==> config.mk <==
export PLATFORM = sky130hd
export DESIGN_NAME = ultrasonic_echo_ranger_core_flat
export DESIGN_NICKNAME = d
export VERILOG_FILES = /design/src/rtl/core/uer_pkg.sv /design/src/rtl/core/uer_if.sv /design/src/rtl/core/ultrasonic_echo_ranger_core.sv /design/src/flat_wrapper.sv
export SDC_FILE = /design/constraint.sdc
export NUM_CORES = 1
export LEC_CHECK = 0
export BUFFER_PORTS_ARGS = -buffer_cell sky130_fd_sc_hd__buf_2
export CELL_PAD_IN_SITES_DETAIL_PLACEMENT = 1
export CELL_PAD_IN_SITES_GLOBAL_PLACEMENT = 1
export CORE_MARGIN = 2
export CORE_UTILIZATION = 30
export DETAILED_ROUTE_END_ITERATION = 8
export PLACE_DENSITY_LB_ADDON = 0.1
export SYNTH_ARGS = -nofsm -noshare
export SYNTH_HDL_FRONTEND = slang
export SYNTH_SLANG_ARGS = --single-unit
==> constraint.sdc <==
create_clock -name clk -period 5.7 [get_ports clk]
set_input_delay 0.57 -clock clk [delete_from_list [all_inputs] [get_ports clk]]
set_output_delay 0.57 -clock clk [all_outputs]
set_load 0.05 [all_outputs]
==> src/rtl/core/uer_pkg.sv <==
// Shared constants, codes and widths for the ultrasonic echo ranger.
package uer_pkg;

    // Field and register widths
    localparam int REQ_W      = 2;
    localparam int CAPTURE_W  = 16;
    localparam int DIST_W     = 15;
    localparam int MS_W       = 32;
    localparam int TRIG_MS_W  = 8;
    localparam int TOUT_MS_W  = 10;
    localparam int CFG_IDX_W  = 1;
    localparam int CFG_DATA_W = 10;

    // Event codes carried in req_type
    localparam logic [REQ_W-1:0] REQ_TICK    = 2'd0;
    localparam logic [REQ_W-1:0] REQ_POLL    = 2'd1;
    localparam logic [REQ_W-1:0] REQ_CAPTURE = 2'd2;
    localparam logic [REQ_W-1:0] REQ_READ    = 2'd3;

    // Configuration register indexes
    localparam logic [CFG_IDX_W-1:0] CFG_TRIGGER_MS = 1'd0;
    localparam logic [CFG_IDX_W-1:0] CFG_TIMEOUT_MS = 1'd1;

    // Configuration reset values
    localparam logic [TRIG_MS_W-1:0] TRIGGER_MS_RST = 8'd1;
    localparam logic [TOUT_MS_W-1:0] TIMEOUT_MS_RST = 10'd30;

    // Phase codes
    localparam int PHASE_W = 2;
    localparam logic [PHASE_W-1:0] PH_IDLE   = 2'd0;
    localparam logic [PHASE_W-1:0] PH_TRIG   = 2'd1;
    localparam logic [PHASE_W-1:0] PH_WAIT   = 2'd2;
    localparam logic [PHASE_W-1:0] PH_UNUSED = 2'd3;

endpackage

==> src/rtl/core/uer_if.sv <==
// Valid/ready channel interfaces for ranger events and results.
interface uer_req_if;
    logic                          valid;
    logic                          ready;
    logic [uer_pkg::REQ_W-1:0]     req_type;
    logic [uer_pkg::CAPTURE_W-1:0] capture_time;

    modport source (output valid, output req_type, output capture_time, input ready);
    modport sink   (input valid, input req_type, input capture_time, output ready);
endinterface

interface uer_res_if;
    logic                       valid;
    logic                       ready;
    logic [uer_pkg::DIST_W-1:0] distance_us;
    logic                       distance_valid;
    logic                       trigger_out;
    logic                       measuring;
    logic                       new_ready;

    modport source (output valid, output distance_us, output distance_valid,
                    output trigger_out, output measuring, output new_ready, input ready);
    modport sink   (input valid, input distance_us, input distance_valid,
                    input trigger_out, input measuring, input new_ready, output ready);
endinterface

==> src/rtl/core/ultrasonic_echo_ranger_core.sv <==
// Ultrasonic ranger core: trigger timing, echo pulse timing and distance reads.
//
//  channel | direction | payload                                              | handshake
//  --------+-----------+------------------------------------------------------+-----------
//  req     | in        | req_type, capture_time                               | valid/ready
//  res     | out       | distance_us, distance_valid, trigger_out, measuring, | valid/ready
//          |           | new_ready                                            |
//  cfg     | in        | cfg_wen, cfg_index, cfg_wdata                        | write only
//
// One event is taken per cycle; its result is in the output register on the next cycle.
// Throughput is set by the single output register: a new event is taken whenever the
// register is empty or its item leaves in the same cycle.
// A stalled result holds req.ready low until res.ready returns.
// Reset: phase idle, rising edge armed, counters zero, trigger_ms 1, timeout_ms 30.
module ultrasonic_echo_ranger_core
(
    input  logic                           clk,
    input  logic                           rst_n,
    uer_req_if.sink                        req,
    uer_res_if.source                      res,
    input  logic                           cfg_wen,
    input  logic [uer_pkg::CFG_IDX_W-1:0]  cfg_index,
    input  logic [uer_pkg::CFG_DATA_W-1:0] cfg_wdata
);

    // Configuration
    logic [uer_pkg::TRIG_MS_W-1:0] trigger_ms_reg;
    logic [uer_pkg::TOUT_MS_W-1:0] timeout_ms_reg;

    // Ranger state
    logic [uer_pkg::PHASE_W-1:0]   phase_reg,         phase_next;
    logic [uer_pkg::MS_W-1:0]      ms_now_reg,        ms_now_next;
    logic [uer_pkg::MS_W-1:0]      trigger_start_reg, trigger_start_next;
    logic [uer_pkg::MS_W-1:0]      wait_start_reg,    wait_start_next;
    logic [uer_pkg::CAPTURE_W-1:0] echo_rise_reg,     echo_rise_next;
    logic [uer_pkg::CAPTURE_W-1:0] pulse_width_reg,   pulse_width_next;
    logic                          pending_reg,       pending_next;
    logic                          expect_rise_reg,   expect_rise_next;
    logic                          trigger_reg,       trigger_next;

    // Result register
    logic                          res_valid_reg;
    logic [uer_pkg::DIST_W-1:0]    dist_reg,          dist_next;
    logic                          dist_valid_reg,    dist_valid_next;
    logic                          trig_out_reg;
    logic                          measuring_reg;
    logic                          new_ready_reg;

    logic                          in_fire;
    logic [uer_pkg::MS_W-1:0]      trig_elapsed;
    logic [uer_pkg::MS_W-1:0]      wait_elapsed;

    assign req.ready = !res_valid_reg || res.ready;
    assign in_fire   = req.valid && req.ready;

    assign trig_elapsed = ms_now_reg - trigger_start_reg;
    assign wait_elapsed = ms_now_reg - wait_start_reg;

    // Event decode and next state
    always_comb
    begin
        phase_next         = phase_reg;
        ms_now_next        = ms_now_reg;
        trigger_start_next = trigger_start_reg;
        wait_start_next    = wait_start_reg;
        echo_rise_next     = echo_rise_reg;
        pulse_width_next   = pulse_width_reg;
        pending_next       = pending_reg;
        expect_rise_next   = expect_rise_reg;
        trigger_next       = trigger_reg;
        dist_next          = '0;
        dist_valid_next    = 1'b0;
        unique case (req.req_type)
            uer_pkg::REQ_TICK:
            begin
                ms_now_next = ms_now_reg + 32'd1;
            end
            uer_pkg::REQ_POLL:
            begin
                priority if (phase_reg == uer_pkg::PH_TRIG)
                begin
                    if (trig_elapsed >= {24'd0, trigger_ms_reg})
                    begin
                        trigger_next    = 1'b0;
                        phase_next      = uer_pkg::PH_WAIT;
                        wait_start_next = ms_now_reg;
                    end
                end
                else if (phase_reg == uer_pkg::PH_WAIT)
                begin
                    if (wait_elapsed > {22'd0, timeout_ms_reg})
                    begin
                        phase_next       = uer_pkg::PH_IDLE;
                        expect_rise_next = 1'b1;
                    end
                end
                else
                begin
                    // idle, and the unused code, start a new trigger pulse
                    trigger_next       = 1'b1;
                    trigger_start_next = ms_now_reg;
                    phase_next         = uer_pkg::PH_TRIG;
                end
            end
            uer_pkg::REQ_CAPTURE:
            begin
                if (expect_rise_reg)
                begin
                    echo_rise_next   = req.capture_time;
                    phase_next       = uer_pkg::PH_WAIT;
                    wait_start_next  = ms_now_reg;
                    expect_rise_next = 1'b0;
                end
                else
                begin
                    pulse_width_next = req.capture_time - echo_rise_reg;
                    pending_next     = 1'b1;
                    phase_next       = uer_pkg::PH_IDLE;
                    expect_rise_next = 1'b1;
                end
            end
            uer_pkg::REQ_READ:
            begin
                if (pending_reg)
                begin
                    pending_next    = 1'b0;
                    dist_next       = pulse_width_reg[uer_pkg::CAPTURE_W-1:1];
                    dist_valid_next = 1'b1;
                end
            end
            default:
            begin
            end
        endcase
    end

    // Configuration registers
    always_ff @(posedge clk or negedge rst_n)
    begin
        if (!rst_n)
        begin
            trigger_ms_reg <= uer_pkg::TRIGGER_MS_RST;
            timeout_ms_reg <= uer_pkg::TIMEOUT_MS_RST;
        end
        else if (cfg_wen)
        begin
            unique case (cfg_index)
                uer_pkg::CFG_TRIGGER_MS: trigger_ms_reg <= cfg_wdata[uer_pkg::TRIG_MS_W-1:0];
                uer_pkg::CFG_TIMEOUT_MS: timeout_ms_reg <= cfg_wdata;
                default:
                begin
                end
            endcase
        end
    end

    // State update on each accepted item
    always_ff @(posedge clk or negedge rst_n)
    begin
        if (!rst_n)
        begin
            phase_reg         <= uer_pkg::PH_IDLE;
            ms_now_reg        <= '0;
            trigger_start_reg <= '0;
            wait_start_reg    <= '0;
            echo_rise_reg     <= '0;
            pulse_width_reg   <= '0;
            pending_reg       <= 1'b0;
            expect_rise_reg   <= 1'b1;
            trigger_reg       <= 1'b0;
        end
        else if (in_fire)
        begin
            phase_reg         <= phase_next;
            ms_now_reg        <= ms_now_next;
            trigger_start_reg <= trigger_start_next;
            wait_start_reg    <= wait_start_next;
            echo_rise_reg     <= echo_rise_next;
            pulse_width_reg   <= pulse_width_next;
            pending_reg       <= pending_next;
            expect_rise_reg   <= expect_rise_next;
            trigger_reg       <= trigger_next;
        end
    end

    // Output valid flag
    always_ff @(posedge clk or negedge rst_n)
    begin
        if (!rst_n)
        begin
            res_valid_reg <= 1'b0;
        end
        else if (in_fire)
        begin
            res_valid_reg <= 1'b1;
        end
        else if (res.ready)
        begin
            res_valid_reg <= 1'b0;
        end
    end

    // Output payload, reflects state after the event
    always_ff @(posedge clk)
    begin
        if (in_fire)
        begin
            dist_reg       <= dist_next;
            dist_valid_reg <= dist_valid_next;
            trig_out_reg   <= trigger_next;
            measuring_reg  <= (phase_next == uer_pkg::PH_WAIT);
            new_ready_reg  <= pending_next;
        end
    end

    assign res.valid          = res_valid_reg;
    assign res.distance_us    = dist_reg;
    assign res.distance_valid = dist_valid_reg;
    assign res.trigger_out    = trig_out_reg;
    assign res.measuring      = measuring_reg;
    assign res.new_ready      = new_ready_reg;

    // A read with a pending measurement returns it and clears the flag
    a_read_returns: assert property (@(posedge clk) disable iff (!rst_n)
        (in_fire && req.req_type == uer_pkg::REQ_READ && pending_reg)
        |=> (res_valid_reg && dist_valid_reg && !new_ready_reg))
        else $error("pending read did not return a valid distance");

    // Only reads ever report a distance
    a_nonread_no_dist: assert property (@(posedge clk) disable iff (!rst_n)
        (in_fire && req.req_type != uer_pkg::REQ_READ) |=> !dist_valid_reg)
        else $error("non-read item reported a distance");

    // Tick advances the millisecond counter by exactly one
    a_tick_count: assert property (@(posedge clk) disable iff (!rst_n)
        (in_fire && req.req_type == uer_pkg::REQ_TICK)
        |=> (ms_now_reg == $past(ms_now_reg) + 32'd1))
        else $error("millisecond counter did not advance on tick");

    // Counter holds when no tick is taken
    a_ms_hold: assert property (@(posedge clk) disable iff (!rst_n)
        !(in_fire && req.req_type == uer_pkg::REQ_TICK) |=> $stable(ms_now_reg))
        else $error("millisecond counter moved without a tick");

    // The unused phase code is never entered
    a_phase_legal: assert property (@(posedge clk) disable iff (!rst_n)
        phase_reg != uer_pkg::PH_UNUSED)
        else $error("phase reached unused code");

endmodule

==> src/flat_wrapper.sv <==
// flat-port wrapper written by rule: the top's interface ports become plain ports
module ultrasonic_echo_ranger_core_flat 
  (clk, rst_n, cfg_wen, cfg_index, cfg_wdata, req_valid, req_req_type, req_capture_time, req_ready, res_valid, res_distance_us, res_distance_valid, res_trigger_out, res_measuring, res_new_ready, res_ready);
  uer_req_if req_i ();
  uer_res_if res_i ();
  input  logic clk;
  input  logic rst_n;
  input  logic cfg_wen;
  input  logic [uer_pkg::CFG_IDX_W-1:0] cfg_index;
  input  logic [uer_pkg::CFG_DATA_W-1:0] cfg_wdata;
  input wire logic [$bits(req_i.valid)-1:0] req_valid;
  input wire logic [$bits(req_i.req_type)-1:0] req_req_type;
  input wire logic [$bits(req_i.capture_time)-1:0] req_capture_time;
  output wire logic [$bits(req_i.ready)-1:0] req_ready;
  output wire logic [$bits(res_i.valid)-1:0] res_valid;
  output wire logic [$bits(res_i.distance_us)-1:0] res_distance_us;
  output wire logic [$bits(res_i.distance_valid)-1:0] res_distance_valid;
  output wire logic [$bits(res_i.trigger_out)-1:0] res_trigger_out;
  output wire logic [$bits(res_i.measuring)-1:0] res_measuring;
  output wire logic [$bits(res_i.new_ready)-1:0] res_new_ready;
  input wire logic [$bits(res_i.ready)-1:0] res_ready;
  assign req_i.valid = req_valid;
  assign req_i.req_type = req_req_type;
  assign req_i.capture_time = req_capture_time;
  assign req_ready = req_i.ready;
  assign res_valid = res_i.valid;
  assign res_distance_us = res_i.distance_us;
  assign res_distance_valid = res_i.distance_valid;
  assign res_trigger_out = res_i.trigger_out;
  assign res_measuring = res_i.measuring;
  assign res_new_ready = res_i.new_ready;
  assign res_i.ready = res_ready;
  ultrasonic_echo_ranger_core u_core (.clk(clk), .rst_n(rst_n), .req(req_i), .res(res_i), .cfg_wen(cfg_wen), .cfg_index(cfg_index), .cfg_wdata(cfg_wdata));
endmodule
==> out/summary.txt <==
Ant diodes: 0
Drt drc: 0
Hold Path End: u_core.timeout_ms_reg[8]
Most common cell after layout, fill and taps aside: dfrtp_1
FF+latch count, synth: 170
Mapped Area: 12,000 um^2
IO buf count: 54
M3 GR Usage: 0.0246
CTS tree: yes
Initial Util: 0.303
Most frequent cells in the layout: dfrtp_1 (145), inv_1 (132), ha_1 (101)
Worst skew pair latency: 0.46 ns
CTS Buffer Depth: 2
Worst reg2reg endpoint: u_core.wait_start_reg[10]
Async SR Flop Fraction: 0.888
Worst setup SP type: register
Worst-path cell chain: inv_1, ha_1, inv_1, fa_1, a211oi_2, o21ai_0, xor2_1, ha_1, and4_1, nand2_1, and4_1, o2111ai_1, a2111oi_0, nand4_1, nor4_1, nand4_1, o31ai_2, a221oi_4, buf_12, mux2_4
Synth Instances: 1,259
Yosys cell types: 75
Syn Area/Cell: 9.52 um^2
Hold Vio Cnt, Final: 0
Max_cap viols: 0
Die Wd: 204 um
Wire length per cell: 17.8 um
R2r startpoint: u_core.ms_now_reg[0]
Area Growth Syn to Fin: 12.5%
HP Class: in2reg
Core area: 39,500 um^2
Number of antenna violations at the first check in global routing: 1
Met2 Usage GRT: 0.262
Total CTS buffers: 17
Slew margin rel.: 0.289
All-layer global routing usage: 0.170
Row cnt: 73
Routed wire length: 33,000 um
Actual slew at the worst max-slew pin: 1.07 ns
Layout cells sized above 1: 0.161
Hold_sp: cfg_wdata[8]
# H-tree levels: 4
Setup Fix Bufs, Post-CTS: 0
Fin Setup TNS: 0 ns
Final Cycle Share: 0.908
FMAX: 193 MHz
Ys Warns: 0
Io pins: 55
Root Driver: clkbuf_16
Clk_skew: 0.0133 ns
Final setup viols: 0
Fin nets: 1,450
WHS Path Cells: 2
Routed vias/inst: 4.99
Crit Path Class: reg2reg
Reg2Reg Depth: 20
Post-synth top flop: dfrtp_1
CP Capture Type: register
Reg clk slew, reported paths: 0.07 ns
GPL Wtd Cong: 0.755
Worst reg2reg setup slack: 0.52 ns
Leak: 0.00649 uW
Pwr/cell area: 427 nW/um^2
Met1 Usage GRT: 0.241
Die area: 41,600 um^2
First-pass GRT wire length: 55,200 um
Max Slew Vio Count: 0
Worst endpoint required time: 6.04 ns
Clock Sinks: 170
Remaining antenna violation count: 0
Min cycle time layout: 5.18 ns
Largest net degree at the start of global routing: 65
Gr ovfl total: 0
Outcome: complete, no violations
Crit path max fanout: 22
Crit-path slowest cell: fa_1
Maximum VDD drop: 0.209 mV
Crit path largest cell delay: 0.43 ns
Fin Hold WS: 0.345 ns
Sequential-to-total area share from yosys stat: 0.364
Mapped Nets: 1,397
DR vias: 9,226
Vias in the first global route: 9,796
Initial DRT Pass Iterations: 4
RSZ-0062 raised after global routing: false
DP HPWL: 25,600 um
Die height: 204 um
Post-synth EDFFs: 19
Busiest grt layer: met2
Critical Path AT: 5.52 ns
1st-iter DRT viols: 478
## critical path: cells and delay by family (launching register included)
| family | cells | cell delay (ns) |
|---|---|---|
| XOR/XNOR | 1 | 0.20 |
| AO/OA/AOI/OAI | 6 | 1.62 |
| AND/OR/NAND/NOR | 6 | 1.10 |
| flip-flops | 1 | 0.42 |
| buffers and inverters | 3 | 0.47 |
| adder cells (fa/ha/maj) | 3 | 0.93 |
| multiplexers | 1 | 0.32 |
## where the power goes
group          internal (uW)  switching, uW
clock network            709            569
registers               1400            114
logic                   1290           1670
total                   3400           2350
## repair_timing
item	in CTS	in global routing
gates resized for setup	0	0
hold endpoints to repair	30	0
hold buffers	1	0
## metal layers
metal,wire length (um),part of all wire
met5,0,0
met3,569,0.017
met1,16800,0.51
met4,774,0.023
met2,14800,0.45
## per-stage QoR
| stage | worst slack [ns] | power (uW) | utilization | std cells | instance area (um^2) |
|---|---|---|---|---|---|
| 6_report | 0.522 | 5750 | 0.341 | 1850 | 13500 |
| 2_1_floorplan | 1.40 | 3700 | - | 1259 | 12000 |
| 3_3_place_gp | 0.763 | 4490 | 0.325 | 1817 | 12800 |
| 4_1_cts | 0.514 | 5840 | 0.341 | 1850 | 13500 |
| 3_5_place_dp | 0.565 | 4520 | 0.325 | 1817 | 12800 |
| 5_1_grt | 0.135 | 6290 | 0.341 | 1850 | 13500 |
## worst max-delay path by stage
stage                          from  depth (start not counted)                   endpoint  slack, ns
3_5_place_dp   u_core.ms_now_reg[0]                         20  u_core.wait_start_reg[12]       0.57
5_1_grt        u_core.ms_now_reg[0]                         20  u_core.wait_start_reg[13]       0.13
4_1_cts        u_core.ms_now_reg[0]                         20  u_core.wait_start_reg[16]       0.51
3_3_place_gp   u_core.ms_now_reg[0]                         20  u_core.wait_start_reg[10]       0.76
2_1_floorplan  u_core.ms_now_reg[0]                         20  u_core.wait_start_reg[10]       1.40
6_report       u_core.ms_now_reg[0]                         20  u_core.wait_start_reg[10]       0.52
## final cells by class
| type | count | area, um^2 |
|---|---|---|
| Tap cell | 525 | 657 |
| Timing Repair Buffer | 65 | 374 |
| Clock inverter | 15 | 201 |
| Multi-Input combinational cell | 926 | 6970 |
| Clock buffer | 17 | 425 |
| Inverter | 132 | 495 |
| Fill cell | 4550 | 26100 |
| Sequential cell | 170 | 4360 |
## cells by family (layout without fill, tap and decap cells)
family                     count (synthesis)  count (layout)  share of synthesized area
buffers and inverters                    163             229                     0.0545
adders and majority gates                104             104                      0.110
AOI/OAI and AO/OA                        304             304                      0.170
and+or+nand+nor                          338             338                      0.141
DFF                                      170             170                      0.364
muxes                                     98              98                     0.0999
xor gates and xnor gates                  82              82                     0.0599
## synthesized netlist by cell type (all sizes together), types with 13 or more instances
master,count,share of area
nor2b,16,0.0084
xnor2,44,0.032
nand3,34,0.014
nand2b,13,0.0068
clkbuf,16,0.0050
a31oi,17,0.0099
dfrtp,145,0.30
edfxtp,19,0.048
o21a,19,0.012
nand2,92,0.029
a21oi,75,0.032
ha,101,0.11
and3,30,0.016
inv,132,0.041
o21ai,71,0.030
xor2,38,0.028
buf,15,0.0081
nand4,24,0.013
a21o,41,0.026
mux2,89,0.092
nor3,19,0.0079
o211ai,13,0.0086
nor2,68,0.021
(Power assumes the default switching activity.)
